--- config.mk ---
export PLATFORM = sky130hd
export DESIGN_NAME = saturation_run_flattener_unit
export DESIGN_NICKNAME = d
export VERILOG_FILES = /design/src/hdl/srf_pkg.sv /design/src/hdl/srf_regs.sv /design/src/hdl/srf_core.sv /design/src/hdl/saturation_run_flattener_unit.sv
export SDC_FILE = /design/constraint.sdc
export NUM_CORES = 1
export LEC_CHECK = 0
export BUFFER_PORTS_ARGS = -buffer_cell sky130_fd_sc_hd__buf_4
export CORE_MARGIN = 4
export CORE_UTILIZATION = 55
export DETAILED_ROUTE_END_ITERATION = 6
export GPL_TIMING_DRIVEN = 0
export PLACE_DENSITY_LB_ADDON = 0.3
export SLEW_MARGIN = 10
export SYNTH_ARGS = -nofsm -noshare
export SYNTH_HDL_FRONTEND = slang
export SYNTH_SLANG_ARGS = --single-unit
--- constraint.sdc ---
create_clock -name i_clk -period 8.9 [get_ports i_clk]
set_clock_uncertainty 0.15 [all_clocks]
set_input_delay 0.89 -clock i_clk [delete_from_list [all_inputs] [get_ports i_clk]]
set_output_delay 0.89 -clock i_clk [all_outputs]
set_load 0.03 [all_outputs]
--- src/hdl/srf_pkg.sv ---
// Package for the saturation run flattener: payload structs, configuration
// struct, register indexes and reset values. No dependencies.
package srf_pkg;

    localparam int MAX_FRAME_DEF = 65536;
    localparam int IDX_W         = 16;
    localparam int SAMPLE_W      = 32;
    localparam int GAP_W         = 16;
    localparam int CFG_ADDR_W    = 4;
    localparam int CFG_DATA_W    = 32;

    localparam logic signed [SAMPLE_W-1:0] SAT_THRESHOLD_RST = 32'sh7FFF_FFFF;
    localparam logic [GAP_W-1:0]           GAP_LENGTH_RST    = 16'd4;
    localparam logic [IDX_W-1:0]           START_LIMIT_RST   = 16'hFFFF;

    typedef enum logic [1:0] {
        REG_SAT_THRESHOLD = 2'd0,
        REG_GAP_LENGTH    = 2'd1,
        REG_START_LIMIT   = 2'd2
    } t_reg_idx;

    typedef struct packed {
        logic signed [SAMPLE_W-1:0] sample;
        logic                       frame_end;
    } t_in;

    typedef struct packed {
        logic [IDX_W-1:0]           run_start;
        logic [IDX_W-1:0]           run_end;
        logic signed [SAMPLE_W-1:0] peak;
    } t_out;

    typedef struct packed {
        logic signed [SAMPLE_W-1:0] sat_threshold;
        logic [GAP_W-1:0]           gap_length;
        logic [IDX_W-1:0]           start_limit;
    } t_cfg;

endpackage

--- src/hdl/srf_regs.sv ---
// Configuration registers of the saturation run flattener behind an
// APB-style port. Depends on srf_pkg.
module srf_regs (
    input  logic                            i_clk,
    input  logic                            i_rst_n,
    input  logic                            psel,
    input  logic                            penable,
    input  logic                            pwrite,
    input  logic [srf_pkg::CFG_ADDR_W-1:0]  paddr,
    input  logic [srf_pkg::CFG_DATA_W-1:0]  pwdata,
    output logic [srf_pkg::CFG_DATA_W-1:0]  prdata,
    output logic                            pready,
    output srf_pkg::t_cfg                   o_cfg
);

    srf_pkg::t_cfg    r_cfg;
    srf_pkg::t_reg_idx reg_idx;
    logic             wr_en;

    assign reg_idx = srf_pkg::t_reg_idx'(paddr[3:2]);
    assign wr_en   = psel && penable && pwrite;
    assign pready  = 1'b1;
    assign o_cfg   = r_cfg;

    always_ff @(posedge i_clk) begin
        if (!i_rst_n) begin
            r_cfg.sat_threshold <= srf_pkg::SAT_THRESHOLD_RST;
            r_cfg.gap_length    <= srf_pkg::GAP_LENGTH_RST;
            r_cfg.start_limit   <= srf_pkg::START_LIMIT_RST;
        end else if (wr_en) begin
            unique case (reg_idx)
                srf_pkg::REG_SAT_THRESHOLD: r_cfg.sat_threshold <= $signed(pwdata);
                srf_pkg::REG_GAP_LENGTH:    r_cfg.gap_length    <= pwdata[15:0];
                srf_pkg::REG_START_LIMIT:   r_cfg.start_limit   <= pwdata[15:0];
                default: ;
            endcase
        end
    end

    always_comb begin
        unique case (reg_idx)
            srf_pkg::REG_SAT_THRESHOLD: prdata = r_cfg.sat_threshold;
            srf_pkg::REG_GAP_LENGTH:    prdata = {16'd0, r_cfg.gap_length};
            srf_pkg::REG_START_LIMIT:   prdata = {16'd0, r_cfg.start_limit};
            default:                    prdata = '0;
        endcase
    end

endmodule

--- src/hdl/srf_core.sv ---
// Run tracking state of the saturation run flattener and the single-pass
// logic that updates it for one sample. Depends on srf_pkg.
module srf_core #(
    parameter int MAX_FRAME = srf_pkg::MAX_FRAME_DEF
) (
    input  logic          i_clk,
    input  logic          i_rst_n,
    input  logic          i_step,
    input  srf_pkg::t_in  i_item,
    input  srf_pkg::t_cfg i_cfg,
    output logic          o_res_valid,
    output srf_pkg::t_out o_res
);

    localparam int POS_W = $clog2(MAX_FRAME);

    logic [POS_W-1:0]                    r_pos, n_pos;
    logic                                r_in_run, n_in_run;
    logic [POS_W-1:0]                    r_start, n_start;
    logic [POS_W-1:0]                    r_last_sat, n_last_sat;
    logic [srf_pkg::GAP_W-1:0]           r_below, n_below;
    logic signed [srf_pkg::SAMPLE_W-1:0] r_peak, n_peak;

    logic                        sat;
    logic [srf_pkg::GAP_W-1:0]   gap;
    logic [srf_pkg::GAP_W-1:0]   below_inc;
    logic [srf_pkg::IDX_W-1:0]   pos_ext;
    logic                        can_start;
    logic                        gap_close;

    assign sat       = i_item.sample >= i_cfg.sat_threshold;
    assign gap       = (i_cfg.gap_length == '0) ? srf_pkg::GAP_W'(1) : i_cfg.gap_length;
    assign below_inc = (r_below == '1) ? r_below : r_below + 1'b1;
    assign pos_ext   = srf_pkg::IDX_W'(r_pos);
    assign can_start = sat && (pos_ext != '0) && (pos_ext < i_cfg.start_limit);
    assign gap_close = r_in_run && !sat && (below_inc >= gap);

    always_comb begin
        n_in_run   = r_in_run;
        n_start    = r_start;
        n_last_sat = r_last_sat;
        n_below    = r_below;
        n_peak     = r_peak;
        o_res_valid = 1'b0;
        o_res       = '0;

        if (r_in_run) begin
            if (sat) begin
                n_below    = '0;
                n_last_sat = r_pos;
                if (i_item.sample > r_peak) begin
                    n_peak = i_item.sample;
                end
            end else if (gap_close) begin
                n_in_run = 1'b0;
                n_below  = '0;
            end else begin
                n_below = below_inc;
            end
        end else if (can_start) begin
            n_in_run   = 1'b1;
            n_start    = r_pos;
            n_last_sat = r_pos;
            n_below    = '0;
            n_peak     = i_item.sample;
        end

        // A closing gap wins; otherwise an open run is cut at the frame's end.
        if (gap_close) begin
            o_res_valid     = 1'b1;
            o_res.run_start = srf_pkg::IDX_W'(r_start);
            o_res.run_end   = srf_pkg::IDX_W'(r_last_sat);
            o_res.peak      = r_peak;
        end else if (i_item.frame_end && n_in_run) begin
            o_res_valid     = 1'b1;
            o_res.run_start = srf_pkg::IDX_W'(n_start);
            o_res.run_end   = pos_ext;
            o_res.peak      = n_peak;
        end

        if (i_item.frame_end) begin
            n_in_run = 1'b0;
            n_below  = '0;
            n_pos    = '0;
        end else if (r_pos == POS_W'(MAX_FRAME - 1)) begin
            n_pos = '0;
        end else begin
            n_pos = r_pos + 1'b1;
        end
    end

    always_ff @(posedge i_clk) begin
        if (!i_rst_n) begin
            r_pos      <= '0;
            r_in_run   <= 1'b0;
            r_start    <= '0;
            r_last_sat <= '0;
            r_below    <= '0;
            r_peak     <= '0;
        end else if (i_step) begin
            r_pos      <= n_pos;
            r_in_run   <= n_in_run;
            r_start    <= n_start;
            r_last_sat <= n_last_sat;
            r_below    <= n_below;
            r_peak     <= n_peak;
        end
    end

endmodule

--- src/hdl/saturation_run_flattener_unit.sv ---
// Top level of the saturation run flattener: input register, run tracking
// core and result register. Depends on srf_pkg, srf_regs and srf_core.
//
// Samples of one trace enter in order, one request per cycle, and each
// sample is processed once it sits in the input register, in a single pass
// on to the result register; a closed run of saturated
// samples appears as one result request with its start index, end index and
// peak. The block sustains one sample per clock: the input side keeps
// accepting while a result waits, and stalls only when the result register
// is full, not taken, and the sample in the input register closes a run.
// Indices count modulo MAX_FRAME and restart at zero after a sample marked
// as frame end. Configuration registers sit at byte addresses 0
// (threshold), 4 (gap length) and 8 (start limit) and are meant to be
// written while no samples are in flight.
module saturation_run_flattener_unit #(
    parameter int MAX_FRAME = srf_pkg::MAX_FRAME_DEF
) (
    input  logic                            i_clk,
    input  logic                            i_rst_n,
    input  logic                            i_in_valid,
    output logic                            o_in_ready,
    input  srf_pkg::t_in                    i_in_data,
    output logic                            o_out_valid,
    input  logic                            i_out_ready,
    output srf_pkg::t_out                   o_out_data,
    input  logic                            psel,
    input  logic                            penable,
    input  logic                            pwrite,
    input  logic [srf_pkg::CFG_ADDR_W-1:0]  paddr,
    input  logic [srf_pkg::CFG_DATA_W-1:0]  pwdata,
    output logic [srf_pkg::CFG_DATA_W-1:0]  prdata,
    output logic                            pready
);

    srf_pkg::t_cfg cfg;
    logic          r_in_valid;
    srf_pkg::t_in  r_in_data;
    logic          r_out_valid;
    srf_pkg::t_out r_out_data;
    logic          advance;
    logic          res_valid;
    srf_pkg::t_out res;

    srf_regs u_regs (
        .i_clk   (i_clk),
        .i_rst_n (i_rst_n),
        .psel    (psel),
        .penable (penable),
        .pwrite  (pwrite),
        .paddr   (paddr),
        .pwdata  (pwdata),
        .prdata  (prdata),
        .pready  (pready),
        .o_cfg   (cfg)
    );

    srf_core #(
        .MAX_FRAME (MAX_FRAME)
    ) u_core (
        .i_clk       (i_clk),
        .i_rst_n     (i_rst_n),
        .i_step      (advance),
        .i_item      (r_in_data),
        .i_cfg       (cfg),
        .o_res_valid (res_valid),
        .o_res       (res)
    );

    // The held sample moves on unless its result would overwrite a waiting one.
    assign advance     = r_in_valid && (!res_valid || !r_out_valid || i_out_ready);
    assign o_in_ready  = !r_in_valid || advance;
    assign o_out_valid = r_out_valid;
    assign o_out_data  = r_out_data;

    always_ff @(posedge i_clk) begin
        if (!i_rst_n) begin
            r_in_valid <= 1'b0;
        end else if (o_in_ready) begin
            r_in_valid <= i_in_valid;
        end
    end

    always_ff @(posedge i_clk) begin
        if (o_in_ready && i_in_valid) begin
            r_in_data <= i_in_data;
        end
    end

    always_ff @(posedge i_clk) begin
        if (!i_rst_n) begin
            r_out_valid <= 1'b0;
        end else if (advance && res_valid) begin
            r_out_valid <= 1'b1;
        end else if (i_out_ready) begin
            r_out_valid <= 1'b0;
        end
    end

    always_ff @(posedge i_clk) begin
        if (advance && res_valid) begin
            r_out_data <= res;
        end
    end

    a_reset_clears_out: assert property (@(posedge i_clk)
        !i_rst_n |=> !o_out_valid)
        else $error("result valid after reset");

    a_ready_when_empty: assert property (@(posedge i_clk) disable iff (!i_rst_n)
        !o_out_valid |-> o_in_ready)
        else $error("input stalled with empty result register");

    a_ready_when_drained: assert property (@(posedge i_clk) disable iff (!i_rst_n)
        (o_out_valid && i_out_ready) |-> o_in_ready)
        else $error("input stalled while result is taken");

endmodule

# --- Word-level counts from Yosys, hierarchy flattened ---
# Index checks and enable logic that the tools add are counted.
totals:
  wordCells: 85
  out_inout_bits: 99
  inputBits: 76
  regBits: 260
  mem_count: 0
  ramBits: 0
  latchBits: 0
  romBits: 0
classes:
  add_sub_neg: 2
  n_mux: 30
  div: 0
  reduce_logical: 28
  n_lt_le_gt_ge: 4
  n_shift: 0
  n_eq_ne: 5
  bitwise: 0
  multipliers: 0
op_table:
  columns: ["cell", "n"]
  rows:
  - ["16-bit 2-to-1 mux", 14]
  - ["32-bit 2-to-1 mux", 4]
  - ["64-bit 2-to-1 mux", 2]
  - ["32-bit case mux with 3 select lines", 1]
  - ["16-bit by 1-bit adder with 16-bit output, second input constant", 2]
  - ["16-bit == test, second input constant", 2]
  - ["32-bit >= comparator", 1]
  - ["32-bit > comparator", 1]
  - ["16-bit >= comparator", 1]
  - ["16-bit zero test", 1]
  - ["16-bit less-than comparator", 1]
  - ["16-bit nonzero test", 1]
  - ["1-bit logical AND", 10]
  - ["1-bit 2-to-1 mux", 9]
  - ["2-bit AND reduction", 4]
  - ["1-bit zero test", 4]
  - ["2-bit nonzero test", 2]
  - ["1-bit logical OR", 3]
  - ["3-bit AND reduction", 1]
  - ["3-bit nonzero test", 1]
  - ["2-bit by 1-bit == test with 1-bit output, second input constant", 1]
  - ["2-bit == test, second input constant", 1]
  - ["2-bit zero test", 1]
  - ["2-bit inequality test, second input constant", 1]

# --- Depth between registers and ports, before layout ---
logic_depth:
  ltp_word: 16
  depth_mapped: 22
  mapped_depth_nobuf: 19

# --- Cells and area by module ---
# From an unflattened synthesis, not the netlist that was laid out.
unflattened:
  hier_cells: 1501
  area_unflattened_um2: 14252.4
by_module_without_submodules:
  columns: ["module", "instances", "cells_per_inst", "area_per_inst_um2"]
  rows:
  - ["srf_core", 1, 1052, 8112.8]
  - ["srf_regs", 1, 340, 3109.2]
  - ["saturation_run_flattener_unit", 1, 109, 3030.4]

# --- Least setup slack after synthesis ---
# Ideal clock, no wire load.
synth_timing:
  path_type: "flip-flop to flip-flop"
  start: "register u_core.r_below[0] (netlist name)"
  end: "register r_out_data, in the netlist o_out_data[0] (enable)"
  setup_time_ps: 507
  path_slack_ps: 1609
  arrival_time_ps: 6634
  stages_incl_launch_ff: 19
  n_path_buf: 2
  synth_period_minus_slack_ps: 7291
  path_cell_list: "dfxtp_1 ha_1 nand3_1 nor3_1 nand3_1 or3_1 clkbuf_1 nand3_1 o21a_1 ha_1 a41o_1 a21oi_1 o221ai_1 a21oi_1 nor4_2 o21ai_1 o211ai_2 buf_2 a21oi_1"
synth_between:
  elab_chain_cells: 15
synth_lines:
  columns: ["item", "line", "source"]
  rows:
  - ["start, declared", "srf_core.sv:21", "logic [srf_pkg::GAP_W-1:0] r_below, n_below;"]
  - ["start signal, assigned", "srf_core.sv:105", "r_below <= n_below;"]
  - ["16-bit by 1-bit adder with 16-bit output / 16-bit == test (equally long branches)", "srf_core.sv:33", "assign below_inc = (r_below == '1) ? r_below : r_below + 1'b1;"]
  - ["16-bit 2-to-1 mux *", "srf_core.sv:33", null]
  - ["16-bit >= comparator *", "srf_core.sv:36", "assign gap_close = r_in_run && !sat && (below_inc >= gap);"]
  - ["1-bit logical AND *", "srf_core.sv:36", null]
  - ["1-bit 2-to-1 mux", "srf_core.sv:54", "end else if (gap_close) begin"]
  - ["1-bit 2-to-1 mux", "srf_core.sv:48", "if (sat) begin"]
  - ["1-bit 2-to-1 mux", "srf_core.sv:47", "if (r_in_run) begin"]
  - ["1-bit logical AND", "srf_core.sv:74", "end else if (i_item.frame_end && n_in_run) begin"]
  - ["1-bit 2-to-1 mux", "srf_core.sv:74", null]
  - ["1-bit 2-to-1 mux *", "srf_core.sv:69", "if (gap_close) begin"]
  - ["1-bit zero test", "saturation_run_flattener_unit.sv:70", "assign advance = r_in_valid && (!res_valid || !r_out_valid || i_out_ready);"]
  - ["1-bit logical OR (2 in a row)", "saturation_run_flattener_unit.sv:70", null]
  - ["1-bit logical AND", "saturation_run_flattener_unit.sv:70", null]
  - ["1-bit logical AND *", "saturation_run_flattener_unit.sv:100", "if (advance && res_valid) begin"]
  - ["end signal, assigned", "saturation_run_flattener_unit.sv:101", "r_out_data <= res;"]
  - ["end, declared", "saturation_run_flattener_unit.sv:39", "srf_pkg::t_out r_out_data;"]
# Mark *: on every way between the ends. The rest lies on a longest branch, timed or not.
# A chain may end at the register's enable or synchronous reset.

# --- Final worst setup path ---
layout_timing:
  start: "register u_core.r_below[0] (netlist name)"
  end: "output o_in_ready"
layout_between:
  elab_chain_cells: 15
layout_lines:
  columns: ["item", "line", "source"]
  rows:
  - ["16-bit by 1-bit adder with 16-bit output / 16-bit == test (equally long branches)", "srf_core.sv:33", null]
  - ["16-bit 2-to-1 mux *", "srf_core.sv:33", null]
  - ["16-bit >= comparator *", "srf_core.sv:36", null]
  - ["1-bit logical AND *", "srf_core.sv:36", null]
  - ["1-bit 2-to-1 mux", "srf_core.sv:54", null]
  - ["1-bit 2-to-1 mux", "srf_core.sv:48", null]
  - ["1-bit 2-to-1 mux", "srf_core.sv:47", null]
  - ["1-bit logical AND", "srf_core.sv:74", null]
  - ["1-bit 2-to-1 mux", "srf_core.sv:74", null]
  - ["1-bit 2-to-1 mux *", "srf_core.sv:69", null]
  - ["1-bit zero test *", "saturation_run_flattener_unit.sv:70", null]
  - ["1-bit logical OR * (2 in a row)", "saturation_run_flattener_unit.sv:70", null]
  - ["1-bit logical AND *", "saturation_run_flattener_unit.sv:70", null]
  - ["1-bit logical OR *", "saturation_run_flattener_unit.sv:71", "assign o_in_ready = !r_in_valid || advance;"]
  - ["end, declared", "saturation_run_flattener_unit.sv:21", "output logic o_in_ready,"]
# Marked as above.

==> metrics.txt <==
# TYPE chip_impl_metric gauge
chip_impl_metric{name="ys_seq_elements",unit=""} 260
chip_impl_metric{name="fillerInstances",unit=""} 1865
chip_impl_metric{name="setup_total_negative_slack",unit="ps"} 0
chip_impl_metric{name="route.final.wire_length",unit="um"} 36600
chip_impl_metric{name="power_density_over_the_cells",unit="nW/um2"} 170
chip_impl_info{name="outcome",value="finished clean"} 1
chip_impl_metric{name="layout_min_cycle_time",unit="ps"} 6660
chip_impl_metric{name="cts_buffer_count",unit=""} 27
chip_impl_metric{name="final_min_period_over_clock_period",unit="%"} 74.9
chip_impl_metric{name="dieHeight",unit="um"} 164
chip_impl_metric{name="diodes",unit=""} 0
chip_impl_metric{name="cell_area_after_synthesis",unit="um2"} 13300
chip_impl_metric{name="synthesis.area_per_instance",unit="um2"} 9.66
chip_impl_metric{name="drcViolationCount",unit=""} 0
chip_impl_info{name="timing_worst_setup_path_type",value="register to output port"} 1
chip_impl_metric{name="final-hold-violation-count",unit=""} 0
chip_impl_metric{name="ant_nets",unit=""} 0
chip_impl_info{name="setup_repair_after_global_routing_missed_its_margin",value="false"} 1
chip_impl_metric{name="cts_resized",unit=""} 0
chip_impl_metric{name="ys_seq_area_share",unit="%"} 46.3
chip_impl_metric{name="synthToLayoutAreaGrowth",unit="%"} 20.3
chip_impl_metric{name="crit_arrival",unit="ps"} 5620
chip_impl_metric{name="dp_hpwl",unit="um"} 27900
chip_impl_metric{name="cp_max_fo",unit=""} 6
chip_impl_metric{name="post_route_cells_drive_above_1_share",unit="%"} 16.2
chip_impl_metric{name="max-vdd-ir-drop",unit="uV"} 223
chip_impl_metric{name="grt_antenna_before_repair",unit=""} 0
chip_impl_metric{name="setup_violations",unit=""} 0
chip_impl_metric{name="grt_pass1_vias",unit=""} 10900
chip_impl_metric{name="total_design_power",unit="W"} 0.00273
chip_impl_metric{name="globalplace.congestion",unit=""} 0.917
chip_impl_metric{name="io_buffer_count",unit=""} 170
chip_impl_metric{name="timing.critical_path.required",unit="ps"} 7860
chip_impl_metric{name="core_region_area",unit="um2"} 23700
chip_impl_metric{name="dieArea",unit="um2"} 26800
chip_impl_metric{name="synth_enable_flop_cells",unit=""} 97
chip_impl_metric{name="drt_first_pass_iters",unit=""} 5
chip_impl_metric{name="cts_sinks",unit=""} 260
chip_impl_metric{name="wire_per_inst",unit="um"} 19.0
chip_impl_info{name="hold_path.class",value="register to register"} 1
chip_impl_info{name="tritoncts_clock_tree",value="yes"} 1
chip_impl_info{name="synth_ff_type",value="dfxtp_1"} 1
chip_impl_metric{name="power_leakage",unit="nW"} 6.66
chip_impl_metric{name="postSynthNetCount",unit=""} 1555
chip_impl_metric{name="synth_async_sr_flop_share",unit="%"} 0
chip_impl_metric{name="global_route_wire_length_before_repair",unit="um"} 57100
chip_impl_metric{name="largest_net_degree_at_the_start_of_global_routing",unit=""} 29
chip_impl_metric{name="ys.warnings.count",unit=""} 0
chip_impl_metric{name="finalMaxSlewViolations",unit=""} 0
chip_impl_metric{name="start_util",unit="%"} 56.3
chip_impl_metric{name="detail_route.vias_per_cell",unit=""} 5.80
chip_impl_metric{name="post-cts-setup-buffer-count",unit=""} 0
chip_impl_metric{name="cts_hold_buffers",unit=""} 0
chip_impl_metric{name="track_usage",unit="%"} 26.8
chip_impl_metric{name="dpl.cell_count",unit=""} 1873
chip_impl_metric{name="synth.distinct_cells",unit=""} 71
chip_impl_metric{name="cts.clk_slew.worst_paths",unit="ps"} 70
chip_impl_metric{name="syn_inst",unit=""} 1381
chip_impl_metric{name="timing_worst_slew_pin_value",unit="ps"} 1050
chip_impl_metric{name="max-cap-violations",unit=""} 0
chip_impl_metric{name="std_cell_rows",unit=""} 56
chip_impl_metric{name="clock_insertion_delay_worst_skew",unit="ps"} 540
chip_impl_metric{name="post-route-worst-setup-slack",unit="ps"} 2240
chip_impl_info{name="critical_path.startpoint_type",value="register"} 1
chip_impl_metric{name="worst_setup_slack_after_placement",unit="ps"} 2860
chip_impl_metric{name="cts-root-to-sink-buffers",unit=""} 3
chip_impl_metric{name="cts_max_level",unit=""} 1
chip_impl_metric{name="layout.cells.non_filler",unit=""} 1922
chip_impl_info{name="clk_root_buffer_cell",value="clkbuf_16"} 1
chip_impl_metric{name="post_layout_nets",unit=""} 1757
chip_impl_info{name="worstSetupEndpointType",value="output port"} 1
chip_impl_metric{name="detail_route.iter0.violations",unit=""} 828
chip_impl_metric{name="grt_overflow_total",unit=""} 0
chip_impl_metric{name="die_w",unit="um"} 164
chip_impl_metric{name="fmaxAchievable",unit="GHz"} 0.150
chip_impl_metric{name="vias_post_dr",unit=""} 11200
chip_impl_metric{name="max-slew-margin-rel",unit="%"} 29.7
chip_impl_metric{name="num_io_pins",unit=""} 175
-- cells in the final DEF (no fill, tap or decap), drive strengths merged, types with 3 or more instances in the layout --
cell type and count:
or3 4, o31a 3, nand2b 9, o211ai 52
nor2 39, dfxtp 163, xnor2 10, bufinv 5
o21a 10, a21boi 18, a31oi 4, nand2 237
o31ai 6, nor3 33, a211oi 8, o21bai 3
nand3 32, a21o 4, nor3b 4, clkinv 10
edfxtp 97, and2 3, a41o 3, o21ai 46
nor4 8, ha 98, buf 199, nor2b 26
clkbuf 93, a22o 64, and3 11, nand4 20
nand4b 11, mux2i 93, a21oi 36, inv 109
-- metal layers --
| metal | global-route usage [%] | share of wire (%) | up-vias |
|---|---|---|---|
| met5 | 0 | 0 | - |
| met2 | 44.7 | 47 | 459 |
| met4 | 12.8 | 5.0 | 0 |
| met1 | 34.4 | 40 | 5252 |
| li1 | - | - | 5339 |
| met3 | 3.84 | 7.6 | 103 |
-- cell families (layout without fill, tap and decap cells) --
| kind of cell | after synthesis | after routing | share of synthesized area [%] |
|---|---|---|---|
| and+or+nand+nor | 447 | 447 | 15.9 |
| AOI/OAI and AO/OA | 274 | 274 | 14.8 |
| DFF | 260 | 260 | 46.3 |
| buffers and inverters | 195 | 417 | 5.95 |
| adders and majority gates | 98 | 98 | 9.19 |
| muxes | 95 | 95 | 7.14 |
| xor gates and xnor gates | 11 | 11 | 0.722 |
| other | 1 | 1 | 0.0281 |
-- where the power goes --
part / total [W] / internal [W] / switching, W
clock network: 0.00121 / 0.000721 / 0.000490
registers: 0.00127 / 0.00125 / 0.0000228
logic: 0.000239 / 0.0000925 / 0.000147
-- layout make-up --
cell class / count / area [um2] / share of cell area (%)
repair buffers: 173 / 1340 / 8.37
well taps: 319 / 399 / 2.49
multi-input cells: 926 / 6390 / 39.8
clock buffers: 30 / 707 / 4.40
inverters: 106 / 398 / 2.48
clock inverters: 19 / 241 / 1.50
plain buffers: 89 / 397 / 2.47
flip-flops and latches: 260 / 6180 / 38.5
-- sequential cells by signal, summed over array words and instances, names as in the netlist --
signal             flops
u_core.r_below        16
u_core.r_peak         32
u_core.r_start        16
o_out_valid            1
u_core.pos_ext        16
o_out_data            64
u_regs.o_cfg          64
u_core.r_in_run        1
r_in_valid             1
r_in_data             33
u_core.r_last_sat     16
-- metrics by stage --
stage               hold WS (ps)  area [um2]  utilization (%)
floorplan                    288       13300                -
global placement             295       15000             63.4
detailed placement           303       15100             63.8
CTS                          312       16100             67.8
global route                 337       16100             67.8
finish                       310       16100             67.8
-- final timing paths --
kind / to / startpoint / slack (ps) / depth (start not counted)
setup / recovery: o_in_ready / u_core.r_below[0] / 2240 / 19
hold / removal: u_core.r_start[6] / u_core.r_start[6] / 310 / 2
setup reg to reg: o_out_data[0] / u_core.r_below[0] / 3100 / 19
hold reg to reg: u_core.r_start[6] / u_core.r_start[6] / 310 / 2
-- critical path: stages (launching register included) --
cell      delay (ps)
dfxtp_1          450
ha_1             220
nand3_1          160
nor3_1           300
nand3_1          180
or3_1            370
nor2b_1          160
nand3_1          190
nor2_1           100
xor2_1           170
ha_1             290
nand4_1          100
or2_2            300
nor3_1           190
a21oi_1          150
nor4_2           420
o21ai_1          250
a211oi_1         770
inv_1            120
buf_4            200
-- Yosys cell counts (16+ instances only) --
| master | count | area share [%] |
|---|---|---|
| buf_2 | 16 | 0.60 |
| nor2b_1 | 26 | 1.2 |
| a22o_1 | 64 | 4.2 |
| o211ai_1 | 51 | 2.9 |
| inv_1 | 106 | 3.0 |
| clkbuf_1 | 62 | 1.7 |
| ha_1 | 98 | 9.2 |
| nand2_1 | 236 | 6.6 |
| a21oi_1 | 36 | 1.4 |
| edfxtp_1 | 97 | 22 |
| nand4_1 | 20 | 0.94 |
| mux2i_1 | 93 | 7.0 |
| nor2_1 | 39 | 1.1 |
| nor3_1 | 31 | 1.2 |
| nand3_1 | 32 | 1.2 |
| o21ai_0 | 45 | 1.7 |
| a21boi_0 | 17 | 0.96 |
| dfxtp_1 | 163 | 24 |
Note: power is estimated with default switching activity, not from simulation.
